$ cat src/rtl/adsr_pkg.sv
package adsr_pkg;

  localparam int SAMPLE_BITS = 16;
  localparam int ENV_BITS = 16;
  localparam logic [ENV_BITS-1:0] FULL_SCALE = 16'h8000;

  localparam int CFG_INDEX_BITS = 3;
  localparam logic [CFG_INDEX_BITS-1:0] REG_ATTACK   = 3'd0;
  localparam logic [CFG_INDEX_BITS-1:0] REG_DECAY    = 3'd1;
  localparam logic [CFG_INDEX_BITS-1:0] REG_SUSTAIN  = 3'd2;
  localparam logic [CFG_INDEX_BITS-1:0] REG_NOTE_OFF = 3'd3;
  localparam logic [CFG_INDEX_BITS-1:0] REG_RELEASE  = 3'd4;

  typedef struct packed {
    logic signed [SAMPLE_BITS-1:0] sample_in;
    logic                          note_start;
  } in_item_t;

  typedef struct packed {
    logic signed [SAMPLE_BITS-1:0] sample_out;
    logic [ENV_BITS-1:0]           envelope;
  } out_item_t;

endpackage

$ cat src/rtl/adsr_muldiv.sv
module adsr_muldiv #(
  parameter int TIME_BITS = 24
) (
  input  logic                          clk,
  input  logic                          rst,
  input  logic                          start,
  input  logic [TIME_BITS-1:0]          x,
  input  logic [adsr_pkg::ENV_BITS-1:0] k,
  input  logic [TIME_BITS-1:0]          den,
  output logic                          done,
  output logic [adsr_pkg::ENV_BITS-1:0] quot
);

  localparam int EB = adsr_pkg::ENV_BITS;
  localparam int ACC_BITS = TIME_BITS + EB;
  localparam int STEP_BITS = $clog2(EB);
  localparam logic [STEP_BITS-1:0] LAST_STEP = STEP_BITS'(EB - 1);

  logic                 busy;
  logic                 dividing;
  logic [STEP_BITS-1:0] cnt;
  logic [EB-1:0]        kreg;
  logic [TIME_BITS-1:0] xreg;
  logic [TIME_BITS-1:0] denreg;
  logic [ACC_BITS-1:0]  acc;
  logic [ACC_BITS-1:0]  acc_next;
  logic [TIME_BITS:0]   trial;
  logic [TIME_BITS:0]   trial_diff;
  logic                 fits;
  logic [TIME_BITS-1:0] rem;

  // The product x*k is built one multiplier bit a cycle, most significant
  // first. Restoring division by den then yields one quotient bit a cycle in
  // the low end of the same register, since x < den keeps the quotient
  // within ENV_BITS bits.
  always_comb begin
    trial = {acc[ACC_BITS-1:EB], acc[EB-1]};
    trial_diff = trial - {1'b0, denreg};
    fits = (trial >= {1'b0, denreg});
    rem = fits ? trial_diff[TIME_BITS-1:0] : trial[TIME_BITS-1:0];
    if (dividing) begin
      acc_next = {rem, acc[EB-2:0], fits};
    end else begin
      acc_next = {acc[ACC_BITS-2:0], 1'b0}
                 + {{EB{1'b0}}, (kreg[EB-1] ? xreg : {TIME_BITS{1'b0}})};
    end
  end

  always_ff @(posedge clk) begin
    if (rst) begin
      busy <= 1'b0;
      dividing <= 1'b0;
      cnt <= '0;
      done <= 1'b0;
    end else begin
      done <= 1'b0;
      if (start) begin
        busy <= 1'b1;
        dividing <= 1'b0;
        cnt <= '0;
      end else if (busy) begin
        cnt <= cnt + STEP_BITS'(1);
        if (cnt == LAST_STEP) begin
          if (dividing) begin
            busy <= 1'b0;
            done <= 1'b1;
          end else begin
            dividing <= 1'b1;
          end
        end
      end
    end
  end

  always_ff @(posedge clk) begin
    if (start) begin
      kreg <= k;
      xreg <= x;
      denreg <= den;
      acc <= '0;
    end else if (busy) begin
      kreg <= {kreg[EB-2:0], 1'b0};
      acc <= acc_next;
    end
  end

  assign quot = acc[EB-1:0];

endmodule

$ cat src/rtl/adsr_envelope_gain.sv
// An accepted sample passes through the decode, setup, scaling, gain and finish
// states in that order; the block takes one item at a time.
// Scaling runs the bit-serial scaling divider (16 multiply steps and 16 divide
// steps), gain the bit-serial gain multiplier (16 steps); finish waits for a free output.
// Reset restores the register defaults, clears the sample counter and empties the
// output register.
module adsr_envelope_gain #(
  parameter int TIME_BITS = 24
) (
  input  logic                                clk,
  input  logic                                rst,
  input  logic                                in_valid,
  output logic                                in_stall,
  input  adsr_pkg::in_item_t                  in_data,
  output logic                                out_valid,
  input  logic                                out_stall,
  output adsr_pkg::out_item_t                 out_data,
  input  logic                                cfg_we,
  input  logic [adsr_pkg::CFG_INDEX_BITS-1:0] cfg_index,
  input  logic [((TIME_BITS > adsr_pkg::ENV_BITS) ? TIME_BITS : adsr_pkg::ENV_BITS)-1:0] cfg_data
);

  localparam int SB = adsr_pkg::SAMPLE_BITS;
  localparam int EB = adsr_pkg::ENV_BITS;
  localparam int COUNT_BITS = TIME_BITS + 2;
  localparam int PROD_BITS = SB + EB;
  localparam int STEP_BITS = $clog2(EB);
  localparam logic [STEP_BITS-1:0] LAST_STEP = STEP_BITS'(EB - 1);
  localparam logic [COUNT_BITS-1:0] COUNT_MAX = {COUNT_BITS{1'b1}};

  localparam logic [TIME_BITS-1:0] ATTACK_RST   = TIME_BITS'(441);
  localparam logic [TIME_BITS-1:0] DECAY_RST    = TIME_BITS'(4410);
  localparam logic [EB-1:0]        SUSTAIN_RST  = EB'(22938);
  localparam logic [TIME_BITS-1:0] NOTE_OFF_RST = TIME_BITS'(22050);
  localparam logic [TIME_BITS-1:0] RELEASE_RST  = TIME_BITS'(8820);

  localparam logic [2:0] ST_IDLE   = 3'd0;
  localparam logic [2:0] ST_DECODE = 3'd1;
  localparam logic [2:0] ST_SETUP  = 3'd2;
  localparam logic [2:0] ST_SCALE  = 3'd3;
  localparam logic [2:0] ST_AMP    = 3'd4;
  localparam logic [2:0] ST_FINISH = 3'd5;

  localparam logic [2:0] PH_ATTACK  = 3'd0;
  localparam logic [2:0] PH_DECAY   = 3'd1;
  localparam logic [2:0] PH_SUSTAIN = 3'd2;
  localparam logic [2:0] PH_RELEASE = 3'd3;
  localparam logic [2:0] PH_SILENT  = 3'd4;

  logic [TIME_BITS-1:0]  attack_samples;
  logic [TIME_BITS-1:0]  decay_samples;
  logic [EB-1:0]         sustain_level;
  logic [TIME_BITS-1:0]  note_off_samples;
  logic [TIME_BITS-1:0]  release_samples;
  logic [TIME_BITS:0]    decay_end;
  logic [TIME_BITS:0]    release_end;

  logic [2:0]            state;
  logic [COUNT_BITS-1:0] sample_count;
  logic [COUNT_BITS-1:0] cur_count;
  logic signed [SB-1:0]  sample;
  logic [2:0]            phase;
  logic [2:0]            phase_next;
  logic                  rising;
  logic [EB-1:0]         base;
  logic [EB-1:0]         base_next;
  logic [EB-1:0]         env;
  logic [EB-1:0]         env_next;
  logic [EB-1:0]         env_sh;
  logic signed [PROD_BITS-1:0] amp_acc;
  logic signed [PROD_BITS-1:0] amp_addend;
  logic [STEP_BITS-1:0]  amp_cnt;

  logic                  in_accept;
  logic                  out_free;
  logic [EB-1:0]         level;
  logic [COUNT_BITS-1:0] diff_a;
  logic [COUNT_BITS-1:0] diff_n;
  logic                  md_start;
  logic [TIME_BITS-1:0]  md_x;
  logic [EB-1:0]         md_k;
  logic [TIME_BITS-1:0]  md_den;
  logic                  md_done;
  logic [EB-1:0]         md_quot;

  assign in_stall = (state != ST_IDLE);
  assign in_accept = in_valid && (state == ST_IDLE);
  assign out_free = !out_valid || !out_stall;
  assign md_start = (state == ST_SETUP);

  always_ff @(posedge clk) begin
    if (rst) begin
      attack_samples <= ATTACK_RST;
      decay_samples <= DECAY_RST;
      sustain_level <= SUSTAIN_RST;
      note_off_samples <= NOTE_OFF_RST;
      release_samples <= RELEASE_RST;
    end else if (cfg_we) begin
      case (cfg_index)
        adsr_pkg::REG_ATTACK:   attack_samples <= cfg_data[TIME_BITS-1:0];
        adsr_pkg::REG_DECAY:    decay_samples <= cfg_data[TIME_BITS-1:0];
        adsr_pkg::REG_SUSTAIN:  sustain_level <= cfg_data[EB-1:0];
        adsr_pkg::REG_NOTE_OFF: note_off_samples <= cfg_data[TIME_BITS-1:0];
        adsr_pkg::REG_RELEASE:  release_samples <= cfg_data[TIME_BITS-1:0];
        default: ;
      endcase
    end
  end

  // Phase boundaries are summed ahead of time so that decoding needs compares only.
  always_ff @(posedge clk) begin
    decay_end <= {1'b0, attack_samples} + {1'b0, decay_samples};
    release_end <= {1'b0, note_off_samples} + {1'b0, release_samples};
  end

  always_comb begin
    if (cur_count < {2'b00, attack_samples}) begin
      phase_next = PH_ATTACK;
    end else if (cur_count < {1'b0, decay_end}) begin
      phase_next = PH_DECAY;
    end else if (cur_count < {2'b00, note_off_samples}) begin
      phase_next = PH_SUSTAIN;
    end else if (cur_count < {1'b0, release_end}) begin
      phase_next = PH_RELEASE;
    end else begin
      phase_next = PH_SILENT;
    end
  end

  // Every phase is a base level minus a scaled ramp, except attack, which rises.
  always_comb begin
    level = (sustain_level > adsr_pkg::FULL_SCALE) ? adsr_pkg::FULL_SCALE : sustain_level;
    diff_a = cur_count - {2'b00, attack_samples};
    diff_n = cur_count - {2'b00, note_off_samples};
    case (phase)
      PH_ATTACK: begin
        md_x = cur_count[TIME_BITS-1:0];
        md_k = adsr_pkg::FULL_SCALE;
        md_den = attack_samples;
        base_next = '0;
      end
      PH_DECAY: begin
        md_x = diff_a[TIME_BITS-1:0];
        md_k = adsr_pkg::FULL_SCALE - level;
        md_den = decay_samples;
        base_next = adsr_pkg::FULL_SCALE;
      end
      PH_SUSTAIN: begin
        md_x = '0;
        md_k = '0;
        md_den = TIME_BITS'(1);
        base_next = level;
      end
      PH_RELEASE: begin
        md_x = diff_n[TIME_BITS-1:0];
        md_k = level;
        md_den = release_samples;
        base_next = level;
      end
      default: begin
        md_x = '0;
        md_k = '0;
        md_den = TIME_BITS'(1);
        base_next = '0;
      end
    endcase
    env_next = rising ? md_quot : (base - md_quot);
    amp_addend = env_sh[EB-1] ? PROD_BITS'(sample) : '0;
  end

  adsr_muldiv #(
    .TIME_BITS(TIME_BITS)
  ) u_muldiv (
    .clk  (clk),
    .rst  (rst),
    .start(md_start),
    .x    (md_x),
    .k    (md_k),
    .den  (md_den),
    .done (md_done),
    .quot (md_quot)
  );

  always_ff @(posedge clk) begin
    if (rst) begin
      state <= ST_IDLE;
      sample_count <= '0;
      amp_cnt <= '0;
      out_valid <= 1'b0;
    end else begin
      case (state)
        ST_IDLE: begin
          if (in_accept) begin
            state <= ST_DECODE;
            if (in_data.note_start) begin
              sample_count <= COUNT_BITS'(1);
            end else if (sample_count != COUNT_MAX) begin
              sample_count <= sample_count + COUNT_BITS'(1);
            end
          end
        end
        ST_DECODE: state <= ST_SETUP;
        ST_SETUP:  state <= ST_SCALE;
        ST_SCALE: begin
          if (md_done) begin
            state <= ST_AMP;
            amp_cnt <= '0;
          end
        end
        ST_AMP: begin
          amp_cnt <= amp_cnt + STEP_BITS'(1);
          if (amp_cnt == LAST_STEP) begin
            state <= ST_FINISH;
          end
        end
        ST_FINISH: begin
          if (out_free) begin
            state <= ST_IDLE;
          end
        end
        default: state <= ST_IDLE;
      endcase
      if (state == ST_FINISH && out_free) begin
        out_valid <= 1'b1;
      end else if (!out_stall) begin
        out_valid <= 1'b0;
      end
    end
  end

  always_ff @(posedge clk) begin
    if (in_accept) begin
      cur_count <= in_data.note_start ? '0 : sample_count;
      sample <= in_data.sample_in;
    end
    if (state == ST_DECODE) begin
      phase <= phase_next;
    end
    if (state == ST_SETUP) begin
      base <= base_next;
      rising <= (phase == PH_ATTACK);
    end
    if (state == ST_SCALE && md_done) begin
      env <= env_next;
      env_sh <= env_next;
      amp_acc <= '0;
    end
    if (state == ST_AMP) begin
      env_sh <= {env_sh[EB-2:0], 1'b0};
      amp_acc <= (amp_acc <<< 1) + amp_addend;
    end
    if (state == ST_FINISH && out_free) begin
      out_data.sample_out <= amp_acc[PROD_BITS-2:EB-1];
      out_data.envelope <= env;
    end
  end

`ifndef SYNTH
  a_env_bound: assert property (@(posedge clk) disable iff (rst)
    out_valid |-> out_data.envelope <= adsr_pkg::FULL_SCALE)
    else $error("envelope above full scale");

  a_done_in_scale: assert property (@(posedge clk) disable iff (rst)
    md_done |-> state == ST_SCALE)
    else $error("divider finished outside the scaling state");

  a_ramp_bound: assert property (@(posedge clk) disable iff (rst)
    (md_done && !rising) |-> md_quot <= base)
    else $error("ramp exceeds its base level");

  a_count_advances: assert property (@(posedge clk) disable iff (rst)
    in_accept |=> sample_count != '0)
    else $error("sample counter did not advance");

  a_load_from_finish: assert property (@(posedge clk) disable iff (rst)
    $rose(out_valid) |-> $past(state) == ST_FINISH)
    else $error("result presented outside the finish state");
`endif

endmodule

$ cat config.mk
export PLATFORM = sky130hd
export DESIGN_NAME = adsr_envelope_gain
export DESIGN_NICKNAME = d
export VERILOG_FILES = /design/src/rtl/adsr_pkg.sv /design/src/rtl/adsr_muldiv.sv /design/src/rtl/adsr_envelope_gain.sv
export SDC_FILE = /design/constraint.sdc
export NUM_CORES = 1
export LEC_CHECK = 0
export BUFFER_PORTS_ARGS = -buffer_cell sky130_fd_sc_hd__buf_2
export CORE_MARGIN = 5
export CORE_UTILIZATION = 40
export CTS_BUF_LIST = sky130_fd_sc_hd__clkbuf_2
export CTS_CLUSTER_DIAMETER = 150
export CTS_CLUSTER_SIZE = 25
export DETAILED_ROUTE_END_ITERATION = 10
export GPL_TIMING_DRIVEN = 1
export SYNTH_ARGS = -nofsm -noshare
export SYNTH_HDL_FRONTEND = slang
export SYNTH_SLANG_ARGS = --single-unit
export TNS_END_PERCENT = 100
$ cat constraint.sdc
create_clock -name clk -period 10.9 [get_ports clk]
set_clock_uncertainty 0.2 [all_clocks]
set_input_delay 0.545 -clock clk [delete_from_list [all_inputs] [get_ports clk]]
set_output_delay 0.545 -clock clk [all_outputs]
set_load 0.01 [all_outputs]
# After elaboration in Yosys (flattened, before gate mapping)
# Cells that the tools add are included.
[totals]
in_bits = 49
ff_bits = 464
[op_classes]
order_cmp = 6
n_eq_ne = 20
mux = 35
add_sub_neg = 12
n_bitwise = 2
reduce_logical = 28
[ops]
columns = ["operator", "n"]
rows = [
  ["one-hot mux 24 bit (3 select lines)", 2],
  ["2-to-1 mux 16 bit", 6],
  ["2-to-1 mux 31 bit", 3],
  ["subtractor 24 bit", 3],
  ["< comparator 26 x 24 -> 1 bit", 2],
  ["< comparator 26 x 25 -> 1 bit", 2],
  ["2-to-1 mux 26 bit", 2],
  ["adder 24 x 24 -> 25 bit", 2],
  ["2-to-1 mux 24 bit", 2],
  ["one-hot mux 16 bit (3 select lines)", 1],
  ["adder 40 x 24 -> 40 bit", 1],
  ["2-to-1 mux 40 bit", 1],
  ["one-hot mux 16 bit (2 select lines)", 1],
  ["adder 31 bit", 1],
  ["adder 26 x 1 -> 26 bit (second input constant)", 1],
  ["!= test 26 bit (second input constant)", 1],
  [">= comparator 25 x 24 -> 1 bit", 1],
  ["equality test 3 x 2 -> 1 bit (second input constant)", 6],
  ["one-hot mux 3 bit (6 select lines)", 1],
  ["> comparator 16 bit (second input constant)", 1],
  ["subtractor 16 bit", 1],
  ["subtractor 16 bit (first input constant)", 1],
  ["2-to-1 mux 3 bit", 5],
  ["AND reduction 2 bit", 7],
  ["other kinds (22)", 49],
]

# Logic depth before layout (Yosys ltp)
[logic_depth]
depth_word = 5
ltp_mapped = 17
mapped_depth_nobuf = 16

# Cells and area by module
# A second synthesis with hierarchy kept.
[unflattened]
hier_cells = 3303
hier_area_um2 = 29494.5
[by_module_without_submodules]
columns = ["module", "cells_each", "seq_area_each_um2", "n_inst", "area_per_inst_um2"]
rows = [
  ["adsr_envelope_gain", 2449, 8628.3, 1, 21777.1],
  ["adsr_muldiv", 854, 2862.7, 1, 7717.4],
]

# Worst setup path after synthesis
# Ideal clock, no wire load.
[synth_path]
path_kind = "register -> register"
startpoint = "reg phase[0]"
endpoint = "reg u_muldiv.xreg[14], data pin"
stages_incl_launch_ff = 16
setup_slack_ns = 6.660
t_required_ns = 10.435
synth_period_minus_slack_ns = 4.240
setup_ns = 0.265
t_arrival_ns = 3.776
path_cell_list = "edfxtp_1 -> nor2b_1 -> clkbuf_1 -> nand2_1 -> buf_1 -> mux2i_1 -> fa_1 -> a21o_1 -> a21oi_1 -> nor2b_1 -> o311ai_1 -> a211oi_1 -> or3_1 -> a21oi_1 -> xor2_1 -> o21ai_1"
[synth_between]
elab_chain_cells = 2
elab_cells_between_ends = 4
cone_classes = "2 x eq/ne; 1 x mux; 1 x reduce/logical"
[synth_rtl]
columns = ["element", "line", "source"]
rows = [
  ["from (decl)", "adsr_envelope_gain.sv:62", "logic [2:0] phase;"],
  ["from (signal assigned)", "adsr_envelope_gain.sv:237", "phase <= phase_next;"],
  ["equality test 3 x 2 -> 1 bit (tied with other cells)", "adsr_envelope_gain.sv:135", "case (phase)"],
  ["one-hot mux 24 bit (3 select lines) (*)", "adsr_envelope_gain.sv:135", ""],
  ["named net md_x[14]", "adsr_envelope_gain.sv:80", "logic [TIME_BITS-1:0] md_x;"],
  ["to (signal assigned)", "adsr_muldiv.sv:78", "xreg <= x;"],
  ["to (decl)", "adsr_muldiv.sv:23", "logic [TIME_BITS-1:0] xreg;"],
]
# Mark *: on every way through the listed nets, which the timed path passes. The rest lies on a longest branch.
# A chain may end at the register's enable or synchronous reset.

# Worst setup path in the final report
[layout_path]
startpoint = "reg phase[0]"
endpoint = "reg u_muldiv.xreg[22], data pin"
# The elaborated chain is that of the path after synthesis.

==> flow_summary_export.csv <==
group,metric,value,unit
outcome,status,"finished, final reports clean",
global_routing,gr-total-overflow,0,
timing,fin_crit_sh,0.439,
setup_path,worstPathArrival,5.64,ns
power,vdd_drop_max,0.0872,mV
timing,setup_viol,0,
synthesis,yosysSeqAreaShare,0.406,
timing,timing.final.ws_setup,6.11,ns
setup_path,r2r.worst_path.cells,19,
power,switchingPower,1.37,mW
timing,min_period,4.79,ns
layout,layout_common_cells,"nand2_1 (387), a21oi_1 (284), ha_1 (260)",
synthesis,synth_fp_nets,3463,
floorplan,fp.dieW,276,microns
setup_path,critPathLaunch,"phase[0]$_SDFFCE_PP0P_",
timing,rsz0062_at_grt,"false",
detailed_routing,finalWirelength,74400,microns
layout,fin_util,0.440,
layout,fillers,7025,
floorplan,dieHeight,276,microns
detailed_routing,via_per_inst,5.33,
power,seqPwrFrac,0.529,
detailed_routing,drc_errors,0,
setup_path,crit_path_end_kind,"flip-flop",
synthesis,ys.warnings.count,0,
setup_path,crit_buf_inv,4,
clocking,clock_path_buffers,3,
detailed_routing,drtIter0Drc,1382,
clocking,post_cts_resized,0,
synthesis,syn_area,28300,sq um
floorplan,io_pins,83,
layout,multi_input_area,15700,sq um
setup_path,r2r_setup_slack,6.11,ns
detailed_routing,firstDrtPassIters,5,
floorplan,die_area,76300,sq um
clocking,clockRootBuffer,"clkbuf_2",
synthesis,synth_edf_count,220,
run,drv_cap,0,
detailed_routing,wl_per_cell,17.6,microns
timing,setup_tns,0,ns
setup_path,path_depth,19,
placed_design,pre_cts_ws,5.95,ns
setup_path,startpoint_type,"flip-flop",
synthesis,synth_seq_cells,464,
detailed_routing,final_antenna_net_count,0,
global_routing,antenna_found_initial,2,
timing,hold_viol,0,
global_routing,grt_use_total,0.188,
detailed_routing,vias,22482,
setup_path,crit_top_cell,"buf_4",
synthesis,synth_area_leaders,"edfxtp_1 (23%), dfxtp_1 (17%), ha_1 (11%)",
setup_path,path_class,"flip-flop to flip-flop",
clocking,path_clk_slew,0.52,ns
setup_path,critPathTopFamily,"compound AO/OA/AOI/OAI gates",
setup_path,cp_cell_sequence,"buf_4, nor2b_1, buf_4, nand2_1, buf_4, mux2_2, ha_1, inv_1, fa_1, a21o_1, a21oi_1, nor2b_1, o311ai_1, a211oi_1, o21ai_1, o21ai_0, a21oi_1, xor2_1, o21ai_1",
power,p_clk_frac,0.161,
floorplan,core,70100,sq um
placed_design,dp_hpwl,55300,microns
setup_path,worstSetupEndpoint,"u_muldiv.xreg[22]$_DFFE_PP_",
timing,slew_viol_final,0,
setup_path,worstPathRequired,11.75,ns
layout,register_area,11500,sq um
power,power_density,127,nW/um^2
synthesis,yosys.area.top_type_share,0.233,
timing,max_freq,209,MHz
power,leakagePower,12.4,nW
synthesis,synth_top_cell_by_area,"edfxtp_1",
floorplan,start_util,0.404,
power,p_comb_frac,0.310,
clocking,cts-htree-levels,1,
global_routing,grt_max_degree,60,
global_routing,grt_pass1_wl,119000,microns
timing,worst_pin_slew,1.23,ns
synthesis,synthFlopType,"dfxtp_1",
global_routing,first_global_vias,21653,
hold_path,hold_class,"input pin to flip-flop",
synthesis,async_flop_share,0,
setup_path,rr_endpoint,"u_muldiv.xreg[22]$_DFFE_PP_",
clocking,cts_inserted_buffers,22,
clocking,cts_tree,"built",
layout,fin_nets,3576,
clocking,worstSkewPairLatency,1.21,ns
placed_design,io_buffers,82,
timing,slew-limit-headroom,0.180,
clocking,cts_sinks,464,
synthesis,avgSynthCellArea,9.00,sq um
layout,drive_above_1_share,0.0495,
placed_design,routabilityCongestion,0.883,
setup_path,reg2reg_from,"phase[0]$_SDFFCE_PP0P_",
layout,syn_to_final_growth,8.98,%
setup_path,critPathMaxStageDelay,0.47,ns
floorplan,rows,97,
timing,hold_slack,0.166,ns
setup_path,crit_fanout,30,
layout,layout_commonest_cell,"nand2_1",
power,p_sw_frac,0.348,
synthesis,syn_inst,3147,
synthesis,ys_types,83,
power,p_int,2.57,mW
setup_path,critPathSlowestCell,"buf_4",
## power by group through the flow
| stage | clock network [mW] | registers (mW) | logic, mW |
|---|---|---|---|
| after CTS | 0.672 | 2.08 | 1.22 |
| after floorplan | 0 | 2.05 | 0.941 |
| after detailed placement | 0 | 2.11 | 1.18 |
| after global routing | 0.726 | 2.10 | 1.37 |
| after global placement | 0 | 2.11 | 1.18 |
| final | 0.633 | 2.08 | 1.22 |
## per-stage QoR
| step | total power, mW | instance area (sq um) | std cells |
|---|---|---|---|
| after floorplan | 2.99 | 28300 | 3147 |
| after global placement | 3.29 | 29600 | 4073 |
| after detailed placement | 3.30 | 29600 | 4073 |
| after CTS | 3.97 | 30900 | 4214 |
| after global routing | 4.20 | 30900 | 4215 |
| final | 3.93 | 30900 | 4217 |
## worst register-to-register path, delay by kind of cell, from the launching register on
| family | cells | cell delay (ns) |
|---|---|---|
| simple gates | 3 | 0.38 |
| flops | 1 | 0.42 |
| compound gates | 8 | 1.77 |
| xor+xnor | 1 | 0.18 |
| buf+inv | 4 | 0.97 |
| mux | 1 | 0.30 |
| fa+ha+maj | 2 | 0.54 |
## Yosys cell counts (15+ instances only)
cell type,n
ha_1,260
a211oi_1,26
o211ai_1,28
nand2b_1,42
nor2_1,246
edfxtp_1,220
dfxtp_1,244
o21a_1,22
xnor2_1,103
mux2i_1,65
nand2_1,387
nand3_1,52
o21ai_1,54
nand4_1,32
and2_1,56
or3_1,21
nor2b_1,61
clkbuf_1,95
a211o_1,15
o21ai_0,121
a22o_1,24
a31oi_1,24
a21o_1,89
o21bai_1,19
nor3_1,47
xor2_1,71
and3_1,25
nand3b_1,30
inv_1,199
a21oi_1,285
## registers in the layout, summed over array words and instances (netlist names), 24 cells and up
register / flops
release_samples: 24
u_muldiv.acc: 40
u_muldiv.denreg: 24
note_off_samples: 24
out_data: 32
amp_acc: 31
attack_samples: 24
u_muldiv.xreg: 24
decay_end: 25
sample_count: 26
release_end: 25
decay_samples: 24
cur_count: 26
## final cells by class
class	instances	share of cell area
clock buffers	37	0.00600
multi-input cells	2366	0.507
inverters	202	0.0246
flip-flops and latches	464	0.372
well taps	940	0.0381
diodes	3	0.000243
repair buffers	204	0.0514
clock inverters	1	0.000527
## kinds of logic (layout without fill, tap and decap cells)
| logic type | count (synthesis) | count (layout) | synth area share |
|---|---|---|---|
| AOI/OAI and AO/OA | 798 | 798 | 0.175 |
| xor gates and xnor gates | 174 | 174 | 0.0538 |
| adders and majority gates | 267 | 267 | 0.120 |
| buffers and inverters | 317 | 444 | 0.0429 |
| DFF | 464 | 464 | 0.406 |
| muxes | 75 | 75 | 0.0269 |
| other | 0 | 3 | 0 |
| and+or+nand+nor | 1052 | 1052 | 0.176 |
## layer usage
metal	share of wire	routed length [microns]	global-route usage	vias to the layer above
li1	-	-	-	11393
met1	0.49	36800	0.277	10578
met2	0.45	33200	0.306	436
met3	0.042	3100	0.0175	75
met4	0.019	1380	0.0336	0
met5	0	0	0	-
## timing repair
| item | CTS | global route |
|---|---|---|
| hold buffers | 103 | 0 |
| hold endpoints to repair | 249 | 0 |
| buffers inserted | 0 | 0 |
## worst min-delay path by stage
stage                startpoint                     endpoint  depth (start not counted)
2_1_floorplan  env[0]$_DFFE_PP_        out_data[0]$_DFFE_PP_                          0
3_3_place_gp   env[4]$_DFFE_PP_        out_data[4]$_DFFE_PP_                          0
3_5_place_dp   env[3]$_DFFE_PP_        out_data[3]$_DFFE_PP_                          0
4_1_cts              in_data[0]  cur_count[22]$_SDFFCE_PP0P_                          3
5_1_grt               out_stall        state[0]$_SDFFE_PP0P_                          6
6_report             in_data[0]  cur_count[22]$_SDFFCE_PP0P_                          3
(Power assumes the default switching activity.)
